<file path="src/rtl/core/ttt_pkg.sv">
// ttt_pkg: shared constants, codes and controller/datapath types for the timeout timer table
// used by ttt_ctrl, ttt_dpath and timeout_timer_table; no dependencies
package ttt_pkg;

  localparam int ACTION_W  = 2;
  localparam int TIMEOUT_W = 32;
  localparam int TAG_W     = 32;
  localparam int HANDLE_W  = 4;
  localparam int SLOT_W    = 4;
  localparam int KIND_W    = 3;
  localparam int ORDER_W   = 32;

  // at most this many slots fire on one tick
  localparam int MAX_FIRE = 16;
  localparam int FIRE_W   = 4;

  localparam logic [ACTION_W-1:0] ACT_SCHEDULE = 2'd0;
  localparam logic [ACTION_W-1:0] ACT_CANCEL   = 2'd1;
  localparam logic [ACTION_W-1:0] ACT_TICK     = 2'd2;

  localparam logic [KIND_W-1:0] KIND_SCHEDULED = 3'd0;
  localparam logic [KIND_W-1:0] KIND_REJECTED  = 3'd1;
  localparam logic [KIND_W-1:0] KIND_FIRED     = 3'd2;
  localparam logic [KIND_W-1:0] KIND_CANCELLED = 3'd3;
  localparam logic [KIND_W-1:0] KIND_NONE_DUE  = 3'd4;

  typedef enum logic [2:0] {
    ST_IDLE,
    ST_DECODE,
    ST_SCHED_SCAN,
    ST_TICK_SCAN,
    ST_TICK_EVAL
  } ctrl_state_t;

  typedef struct packed {
    logic              capture;
    logic              scan_clear;
    logic              scan_step;
    logic              sched_write;
    logic              time_inc;
    logic              cancel_do;
    logic              fire_take;
    logic              emit;
    logic [KIND_W-1:0] emit_kind;
  } ttt_cmd_t;

  typedef struct packed {
    logic [ACTION_W-1:0] action;
    logic                sched_ok;
    logic                slot_free;
    logic                scan_last;
    logic                scan_done;
    logic [1:0]          due_cnt;
    logic                fire_final;
  } ttt_stat_t;

endpackage

</file>
<file path="src/rtl/core/ttt_ctrl.sv">
// ttt_ctrl: sequencing state machine of the timeout timer table
// drives ttt_dpath through ttt_cmd_t and reads ttt_stat_t; depends on ttt_pkg
module ttt_ctrl import ttt_pkg::*; (
  input  logic      clk,
  input  logic      rst,
  input  logic      start,
  output logic      busy,
  output ttt_cmd_t  cmd,
  input  ttt_stat_t stat
);

  ctrl_state_t state;
  ctrl_state_t state_next;

  always_ff @(posedge clk) begin
    if (rst) begin
      state <= ST_IDLE;
    end else begin
      state <= state_next;
    end
  end

  always_comb begin
    state_next = state;
    unique case (state)
      ST_IDLE: begin
        if (start) state_next = ST_DECODE;
      end
      ST_DECODE: begin
        priority if (stat.action == ACT_SCHEDULE && stat.sched_ok) begin
          state_next = ST_SCHED_SCAN;
        end else if (stat.action == ACT_TICK) begin
          state_next = ST_TICK_SCAN;
        end else begin
          state_next = ST_IDLE;
        end
      end
      ST_SCHED_SCAN: begin
        if (stat.slot_free || stat.scan_last) state_next = ST_IDLE;
      end
      ST_TICK_SCAN: begin
        if (stat.scan_done) state_next = ST_TICK_EVAL;
      end
      ST_TICK_EVAL: begin
        if (stat.due_cnt == 2'd0 || stat.fire_final) begin
          state_next = ST_IDLE;
        end else begin
          state_next = ST_TICK_SCAN;
        end
      end
      default: state_next = ST_IDLE;
    endcase
  end

  always_comb begin
    cmd  = '0;
    busy = (state != ST_IDLE);
    unique case (state)
      ST_IDLE: begin
        cmd.capture = start;
      end
      ST_DECODE: begin
        unique case (stat.action)
          ACT_SCHEDULE: begin
            if (stat.sched_ok) begin
              cmd.scan_clear = 1'b1;
            end else begin
              cmd.emit      = 1'b1;
              cmd.emit_kind = KIND_REJECTED;
            end
          end
          ACT_CANCEL: begin
            cmd.cancel_do = 1'b1;
            cmd.emit      = 1'b1;
            cmd.emit_kind = KIND_CANCELLED;
          end
          ACT_TICK: begin
            cmd.time_inc   = 1'b1;
            cmd.scan_clear = 1'b1;
          end
          default: ;
        endcase
      end
      ST_SCHED_SCAN: begin
        priority if (stat.slot_free) begin
          cmd.sched_write = 1'b1;
          cmd.emit        = 1'b1;
          cmd.emit_kind   = KIND_SCHEDULED;
        end else if (stat.scan_last) begin
          cmd.emit      = 1'b1;
          cmd.emit_kind = KIND_REJECTED;
        end else begin
          cmd.scan_step = 1'b1;
        end
      end
      ST_TICK_SCAN: begin
        cmd.scan_step = 1'b1;
      end
      ST_TICK_EVAL: begin
        if (stat.due_cnt == 2'd0) begin
          cmd.emit      = 1'b1;
          cmd.emit_kind = KIND_NONE_DUE;
        end else begin
          cmd.fire_take  = 1'b1;
          cmd.emit       = 1'b1;
          cmd.emit_kind  = KIND_FIRED;
          cmd.scan_clear = !stat.fire_final;
        end
      end
      default: ;
    endcase
  end

endmodule

</file>
<file path="src/rtl/core/ttt_dpath.sv">
// ttt_dpath: slot memory, pending bits, time and ordering counters, scan pipeline
// and result registers of the timeout timer table; depends on ttt_pkg
module ttt_dpath import ttt_pkg::*; #(
  parameter int SLOTS     = 16,
  parameter int TIME_BITS = 48
) (
  input  logic                 clk,
  input  logic                 rst,
  input  ttt_cmd_t             cmd,
  output ttt_stat_t            stat,
  input  logic [ACTION_W-1:0]  action,
  input  logic [TIMEOUT_W-1:0] timeout,
  input  logic                 callback_present,
  input  logic [TAG_W-1:0]     tag,
  input  logic [HANDLE_W-1:0]  handle,
  output logic                 result_strobe,
  output logic [KIND_W-1:0]    kind,
  output logic [SLOT_W-1:0]    slot,
  output logic [TAG_W-1:0]     fired_tag,
  output logic                 removed,
  output logic                 last
);

  localparam int IDX_W   = (SLOTS > 1) ? $clog2(SLOTS) : 1;
  localparam int ENTRY_W = TIME_BITS + ORDER_W + TAG_W;
  localparam logic [IDX_W-1:0] LAST_IDX = IDX_W'(SLOTS - 1);

  // captured transaction
  logic [ACTION_W-1:0]  act_q;
  logic [TIMEOUT_W-1:0] timeout_q;
  logic                 cb_q;
  logic [TAG_W-1:0]     tag_q;
  logic [HANDLE_W-1:0]  handle_q;

  logic [TIME_BITS-1:0] now;
  logic [ORDER_W-1:0]   insert_count;
  logic [SLOTS-1:0]     pending;
  logic [FIRE_W-1:0]    fire_cnt;

  logic [ENTRY_W-1:0]   mem [SLOTS];
  logic [ENTRY_W-1:0]   rdata;
  logic [ENTRY_W-1:0]   entry_wr;
  logic [TIME_BITS-1:0] deadline_wr;

  // scan pipeline: address issue, memory read, age compute, best update
  logic [IDX_W-1:0]     addr;
  logic                 addr_live;
  logic                 s1_valid;
  logic [IDX_W-1:0]     s1_idx;
  logic                 s2_valid;
  logic [IDX_W-1:0]     s2_idx;
  logic [TIME_BITS-1:0] s2_age;
  logic [ORDER_W-1:0]   s2_order;
  logic [TAG_W-1:0]     s2_tag;
  logic                 s2_due;

  logic                 best_found;
  logic [IDX_W-1:0]     best_idx;
  logic [TIME_BITS-1:0] best_age;
  logic [ORDER_W-1:0]   best_order;
  logic [TAG_W-1:0]     best_tag;
  logic [1:0]           due_cnt;

  logic [TIME_BITS-1:0] rd_deadline;
  logic [ORDER_W-1:0]   rd_order;
  logic [TAG_W-1:0]     rd_tag;
  logic [TIME_BITS-1:0] rd_age;
  logic [ORDER_W-1:0]   order_diff;
  logic                 inserted_earlier;
  logic                 take;
  logic                 fire_final;

  logic [IDX_W+HANDLE_W-1:0] handle_ext;
  logic [IDX_W-1:0]          handle_idx;
  logic                      handle_ok;
  logic                      cancel_hit;
  logic [IDX_W+SLOT_W-1:0]   addr_ext;
  logic [IDX_W+SLOT_W-1:0]   best_ext;

  assign handle_ext = {{IDX_W{1'b0}}, handle_q};
  assign handle_idx = handle_ext[IDX_W-1:0];
  assign handle_ok  = (32'(handle_q) < 32'(SLOTS));
  assign cancel_hit = handle_ok && pending[handle_idx];
  assign addr_ext   = {{SLOT_W{1'b0}}, addr};
  assign best_ext   = {{SLOT_W{1'b0}}, best_idx};

  assign deadline_wr = now + {{(TIME_BITS - TIMEOUT_W){1'b0}}, timeout_q};
  assign entry_wr    = {deadline_wr, insert_count, tag_q};

  assign rd_deadline = rdata[ENTRY_W-1 -: TIME_BITS];
  assign rd_order    = rdata[TAG_W +: ORDER_W];
  assign rd_tag      = rdata[TAG_W-1:0];
  // a slot is due when its age, modulo the time range, is in the lower half
  assign rd_age      = now - rd_deadline;

  assign order_diff       = best_order - s2_order;
  assign inserted_earlier = (order_diff != '0) && !order_diff[ORDER_W-1];
  assign take = !best_found || (s2_age > best_age) ||
                ((s2_age == best_age) && inserted_earlier);

  assign fire_final = (due_cnt == 2'd1) || (fire_cnt == FIRE_W'(MAX_FIRE - 1));

  assign stat.action     = act_q;
  assign stat.sched_ok   = (timeout_q != '0) && cb_q;
  assign stat.slot_free  = !pending[addr];
  assign stat.scan_last  = (addr == LAST_IDX);
  assign stat.scan_done  = !addr_live && !s1_valid && !s2_valid;
  assign stat.due_cnt    = due_cnt;
  assign stat.fire_final = fire_final;

  always_ff @(posedge clk) begin
    if (cmd.capture) begin
      act_q     <= action;
      timeout_q <= timeout;
      cb_q      <= callback_present;
      tag_q     <= tag;
      handle_q  <= handle;
    end
  end

  always_ff @(posedge clk) begin
    if (rst) begin
      now          <= '0;
      insert_count <= '0;
      fire_cnt     <= '0;
    end else begin
      if (cmd.time_inc) now <= now + TIME_BITS'(1);
      if (cmd.sched_write) insert_count <= insert_count + ORDER_W'(1);
      if (cmd.time_inc) begin
        fire_cnt <= '0;
      end else if (cmd.fire_take) begin
        fire_cnt <= fire_cnt + FIRE_W'(1);
      end
    end
  end

  always_ff @(posedge clk) begin
    if (rst) begin
      pending <= '0;
    end else begin
      if (cmd.sched_write) pending[addr] <= 1'b1;
      if (cmd.cancel_do && handle_ok) pending[handle_idx] <= 1'b0;
      if (cmd.fire_take) pending[best_idx] <= 1'b0;
    end
  end

  always_ff @(posedge clk) begin
    if (cmd.sched_write) mem[addr] <= entry_wr;
    rdata <= mem[addr];
  end

  always_ff @(posedge clk) begin
    if (rst) begin
      addr_live  <= 1'b0;
      s1_valid   <= 1'b0;
      s2_valid   <= 1'b0;
      best_found <= 1'b0;
      due_cnt    <= 2'd0;
    end else if (cmd.scan_clear) begin
      addr_live  <= 1'b1;
      s1_valid   <= 1'b0;
      s2_valid   <= 1'b0;
      best_found <= 1'b0;
      due_cnt    <= 2'd0;
    end else if (cmd.scan_step) begin
      addr_live <= addr_live && (addr != LAST_IDX);
      s1_valid  <= addr_live;
      s2_valid  <= s1_valid;
      if (s2_valid && s2_due) begin
        // count saturates at two: only "one" versus "more" matters
        due_cnt <= (due_cnt == 2'd2) ? 2'd2 : due_cnt + 2'd1;
        if (take) best_found <= 1'b1;
      end
    end
  end

  always_ff @(posedge clk) begin
    if (cmd.scan_clear) begin
      addr <= '0;
    end else if (cmd.scan_step && addr_live && addr != LAST_IDX) begin
      addr <= addr + IDX_W'(1);
    end
    if (cmd.scan_step) begin
      s1_idx   <= addr;
      s2_idx   <= s1_idx;
      s2_age   <= rd_age;
      s2_order <= rd_order;
      s2_tag   <= rd_tag;
      s2_due   <= pending[s1_idx] && !rd_age[TIME_BITS-1];
      if (s2_valid && s2_due && take) begin
        best_idx   <= s2_idx;
        best_age   <= s2_age;
        best_order <= s2_order;
        best_tag   <= s2_tag;
      end
    end
  end

  always_ff @(posedge clk) begin
    if (rst) begin
      result_strobe <= 1'b0;
    end else begin
      result_strobe <= cmd.emit;
    end
  end

  always_ff @(posedge clk) begin
    if (cmd.emit) begin
      kind      <= cmd.emit_kind;
      slot      <= '0;
      fired_tag <= '0;
      removed   <= 1'b0;
      last      <= 1'b1;
      unique case (cmd.emit_kind)
        KIND_SCHEDULED: slot <= addr_ext[SLOT_W-1:0];
        KIND_FIRED: begin
          slot      <= best_ext[SLOT_W-1:0];
          fired_tag <= best_tag;
          last      <= fire_final;
        end
        KIND_CANCELLED: begin
          slot    <= handle_q;
          removed <= cancel_hit;
        end
        default: ;
      endcase
    end
  end

`ifndef SYNTHESIS
  a_sched_free_slot: assert property (@(posedge clk) disable iff (rst)
    cmd.sched_write |-> !pending[addr])
    else $error("schedule wrote over a pending slot");

  a_fire_pending: assert property (@(posedge clk) disable iff (rst)
    cmd.fire_take |-> (best_found && pending[best_idx]))
    else $error("fired slot was not a found pending slot");

  a_fire_clears: assert property (@(posedge clk) disable iff (rst)
    cmd.fire_take |=> !pending[$past(best_idx)])
    else $error("fired slot still pending");

  a_fire_needs_due: assert property (@(posedge clk) disable iff (rst)
    (cmd.emit && cmd.emit_kind == KIND_FIRED) |-> (due_cnt != 2'd0))
    else $error("fire result without a due slot");

  a_strobe_spaced: assert property (@(posedge clk) disable iff (rst)
    result_strobe |=> !result_strobe)
    else $error("results on consecutive cycles");
`endif

endmodule

</file>
<file path="src/rtl/core/timeout_timer_table.sv">
// timeout_timer_table: top level of the one-shot timeout table
// joins ttt_ctrl and ttt_dpath; depends on ttt_pkg
//
//   channel   handshake             payload
//   command   start, busy           action timeout callback_present tag handle
//   result    result_strobe         kind slot fired_tag removed last
//
// a transaction is taken when start is high and busy low; busy stays high until its last
// result has been put out. cancel, or a schedule with zero timeout or no callback, is
// answered from decode; any other schedule searches one pending bit per cycle for a free
// slot; tick scans the slot memory one entry a cycle, one scan per fired result and one
// scan when nothing is due; reset is synchronous, no clearing pass.
// each result is shown for one cycle only; the receiver cannot stall it.
module timeout_timer_table import ttt_pkg::*; #(
  parameter int SLOTS     = 16,
  parameter int TIME_BITS = 48
) (
  input  logic                 clk,
  input  logic                 rst,
  input  logic                 start,
  output logic                 busy,
  input  logic [ACTION_W-1:0]  action,
  input  logic [TIMEOUT_W-1:0] timeout,
  input  logic                 callback_present,
  input  logic [TAG_W-1:0]     tag,
  input  logic [HANDLE_W-1:0]  handle,
  output logic                 result_strobe,
  output logic [KIND_W-1:0]    kind,
  output logic [SLOT_W-1:0]    slot,
  output logic [TAG_W-1:0]     fired_tag,
  output logic                 removed,
  output logic                 last
);

  ttt_cmd_t  cmd;
  ttt_stat_t stat;

  ttt_ctrl u_ctrl (
    .clk   (clk),
    .rst   (rst),
    .start (start),
    .busy  (busy),
    .cmd   (cmd),
    .stat  (stat)
  );

  ttt_dpath #(
    .SLOTS     (SLOTS),
    .TIME_BITS (TIME_BITS)
  ) u_dpath (
    .clk              (clk),
    .rst              (rst),
    .cmd              (cmd),
    .stat             (stat),
    .action           (action),
    .timeout          (timeout),
    .callback_present (callback_present),
    .tag              (tag),
    .handle           (handle),
    .result_strobe    (result_strobe),
    .kind             (kind),
    .slot             (slot),
    .fired_tag        (fired_tag),
    .removed          (removed),
    .last             (last)
  );

endmodule
</file>
<file path="config.mk">
export PLATFORM = sky130hd
export DESIGN_NAME = timeout_timer_table
export DESIGN_NICKNAME = d
export VERILOG_FILES = /design/src/rtl/core/ttt_pkg.sv /design/src/rtl/core/ttt_ctrl.sv /design/src/rtl/core/ttt_dpath.sv /design/src/rtl/core/timeout_timer_table.sv
export SDC_FILE = /design/constraint.sdc
export NUM_CORES = 2
export LEC_CHECK = 0
export BUFFER_PORTS_ARGS = -buffer_cell sky130_fd_sc_hd__buf_2
export CORE_ASPECT_RATIO = 0.7
export CORE_MARGIN = 4
export CORE_UTILIZATION = 56
export DETAILED_ROUTE_END_ITERATION = 7
export GPL_TIMING_DRIVEN = 0
export PLACE_DENSITY = 0.69
export SYNTH_ARGS = -nofsm -noshare
export SYNTH_HDL_FRONTEND = slang
export SYNTH_SLANG_ARGS = --single-unit
</file>
<file path="constraint.sdc">
create_clock -name clk -period 23.8 [get_ports clk]
set_input_delay 4.76 -clock clk [delete_from_list [all_inputs] [get_ports clk]]
set_output_delay 4.76 -clock clk [all_outputs]
set_load 0.005 [all_outputs]
</file>
==> run metrics <==
clock sink count roughly 2400; setup TNS 0 ns; RSZ-0062 raised after global routing no; Core ar. 166000 um2; setup slack after layout 17.06 ns; # rows ~130; Async SR Flop Fraction 0%; final core utilization 63.5%; max-cap viol count 0; Synth Flop Type edfxtp_1; Non-Filler Instances 7587; initial antenna violation count 4; Placed Cells 7182; dpl hpwl around 130 mm; post_cts resized 0; Avg WL per Cell 29.1 um; I/O Pins 117; Worst-Margin Slew 1.44 ns; Tot Pwr between 8 and 9 mW; CP Data Required Time 19.04 ns; Seq/Total Area, Yosys 73.7%; largest net degree at the start of global routing slightly below 50; total CTS buffers 211; clock group share of total power 38.5%; period utilisation layout 28.3%; Total Nets Final 5422; highest achievable clock rate 0.148 GHz; critical path class reg -> out; flops & latches, synth 2367; Avg Cell Area, Syn 19.5 um2; Yosys top cell by area edfxtp_1; FF-to-FF End u_dpath.mem[15][98]$_DFFE_PP_; max_slew headroom 3.38%; switching power 1.96 mW; worst slack at placement 16.90 ns; Synth Net Count 5032; DRC 0; clk slew on worst S/H paths 0.07 ns; initial DRC count between 6000 and 7000; status finished clean; Hold Path End u_dpath.s2_order[12]$_DFFE_PP_; # fillers 11300; main area contributors after synthesis edfxtp_1 69%, mux4_2 14%, dfxtp_1 4.8%; Worst R2R Setup Slack between 15 and 20 ns; Worst R2R Start u_dpath.now[0]$_SDFFE_PP0P_; antenna-violating nets left 0; part of the power in registers 53.5%; Lkg Pwr 34.5 nW; worst hold slack between 0.4 and 0.5 ns; CP endpoint kind output pin; Mapped Area 93400 um2; die area 173000 um2; CP arrival between 1.5 and 2 ns; Slew Viols, Final 0; yosys warns 0; area growth from synthesis to layout 12.7%; setup bufs post-CTS 0; PD cells 84.0 nW/um2; first-pass GRT wire length 322 mm; DRT Wirelength 220 mm; area share of the largest cell type after synthesis just under 70%; GRT Total Usage 25.7%; worst-case clock buffer depth 3; via count 47800; Worst Hold Path Cells 0; Int Pwr 6.88 mW; Port Buf Inserts 115; Final Hold Fails 0; Logic pwr share approximately 8.0%; vias in the first global route 47000; CTS HTree Levels 4; endpoints failing setup 0; TritonCTS clock tree built; Clock Latency Late Sink around 0.86 ns; Final Skew 0.0500 ns; grt total ovfl 0; Post-synth EDFFs 2141; hold buffers post-CTS 0; Hold Startpoint u_dpath.rdata[44]$_DFF_P_; Max FO, Critical Path 8; TritonRoute pass-1 iters 6; switching portion of total power 22.2%; Area after DPL 98200 um2; Placer Congestion 0.858; Post-Syn Instances ~4800; Root Buffer clkbuf_16; Yosys cell types 75; share of cells above drive strength 1 21.0%; final instance area between 100000 and 150000 um2; width of the die 496 um; worst vdd ir 0.0787 mV; Tmin final 6.74 ns; HP Class reg -> reg; Setup crit start kind flip-flop; Die Height 350 um; R2R depth 13; via/cell ratio roughly 6.3; Initial Utilization roughly 56%
==> per-layer routing <==
| layer | global-route usage [%] | part of all wire, % | up-vias |
|---|---|---|---|
| li1 | - | - | 20200 |
| met3 | 5.98 | 9.8 | 324 |
| met5 | 0 | 0 | - |
| met4 | 7.02 | 2.5 | 0 |
| met2 | 37.7 | 45 | 2336 |
| met1 | 39.4 | 43 | 24900 |
==> layout make-up <==
type / count / area [um2] / share of cell area, %
plain buffers: 180 / 683 / 0.649
clock buffers: 292 / 5790 / 5.50
repair buffers: 177 / 2040 / 1.93
clock inverters: 107 / 1160 / 1.10
flip-flops and latches: 2367 / 68800 / 65.4
well taps: 2222 / 2780 / 2.64
inverters: 181 / 679 / 0.646
multi-input cells: 2060 / 23300 / 22.2
diodes: 1 / 2.50 / 0.00238
==> flip-flops by register name (all words and copies together), names as in the netlist, 16 cells and up <==
register	cells
u_dpath.timeout_q	32
u_dpath.insert_count	32
u_dpath.best_tag	32
u_dpath.fired_tag	32
u_dpath.now	48
u_dpath.s2_order	32
u_dpath.best_age	48
u_dpath.pending	16
u_dpath.mem	1792
u_dpath.rdata	112
u_dpath.tag_q	32
u_dpath.s2_tag	32
u_dpath.best_order	32
u_dpath.s2_age	48
==> worst max-delay path, stage by stage, from the launching register on <==
cell	delay (ns)
dfxtp_1	0.37
or3_1	0.55
buf_2	0.20
==> how the worst max path moves through the flow <==
stage / from / to / slack (ns) / cells past startpoint
3_3_place_gp: u_dpath.addr[1]$_SDFFE_PP0P_ / u_dpath.best_tag[16]$_DFFE_PP_ / 4.25 / 11
6_report: u_ctrl.state[2]$_SDFFE_PP0P_ / busy / 17.06 / 2
3_5_place_dp: rst / u_dpath.now[25]$_SDFFE_PP0P_ / 16.90 / 4
4_1_cts: u_ctrl.state[2]$_SDFFE_PP0P_ / busy / 17.00 / 2
2_1_floorplan: u_dpath.addr[0]$_SDFFE_PP0P_ / u_dpath.best_age[0]$_DFFE_PP_ / 12.83 / 11
5_1_grt: u_ctrl.state[2]$_SDFFE_PP0P_ / busy / 17.00 / 2
==> layout by cell type (no fill, tap or decap), types with 49 or more instances in the layout <==
cell type  instances
clkbuf_16        212
inv_1            181
mux4_2           575
and3_1            49
nor2_1           149
buf_2            116
nand2_1          126
a21o_1            74
xnor2_1           78
edfxtp_1        2141
a21oi_1          145
ha_1             167
dfxtp_1          226
clkbuf_1         203
xor2_1            75
nand3_1           54
o21ai_0           99
==> synth_stat cells (5+ instances only) <==
library cell  count
nor3_1           32
o21a_1           28
o31a_1            5
a21oi_1         145
xnor2_1          81
nor2_1          153
o221a_2          14
inv_1           181
buf_1            36
or3_1            30
ha_1            167
nand4_1          34
and3_1           53
a2111oi_0         6
a31oi_1          19
nor4_1           19
or2_2             7
mux4_2          575
dfxtp_1         226
and2_1           55
nor2b_1          23
a211oi_1         17
a21o_1           74
mux2i_1          17
o21bai_1         13
xor2_1           75
nand2b_1         19
a211o_1           6
nand3_1          55
o211ai_1         16
nand2_1         126
clkbuf_1        143
a221oi_1          5
edfxtp_1       2141
nor3b_1           9
o21ai_0          99
o221ai_1          5
and4_1            9
a21boi_0          6
nand3b_1          5
==> logic make-up (layout without fill, tap and decap cells) <==
logic type	after synthesis	after routing	synth area share [%]
other	0	1	0
xor gates and xnor gates	156	156	1.46
buffers and inverters	361	937	1.45
DFF	2367	2367	73.7
and+or+nand+nor	644	644	3.55
muxes	593	593	14.1
adders and majority gates	170	170	2.30
AOI/OAI and AO/OA	497	497	3.47
==> power by group through the flow <==
stage / combinational, mW / clock (mW) / sequential (mW)
floorplan: 0.480 / 0 / 4.79
CTS: 0.712 / 3.46 / 4.73
finish: 0.709 / 3.40 / 4.73
global placement: 0.687 / 0 / 4.83
detailed placement: 0.708 / 0 / 4.82
global route: 0.764 / 3.64 / 4.73
Note: power is estimated with default switching activity, not from simulation.
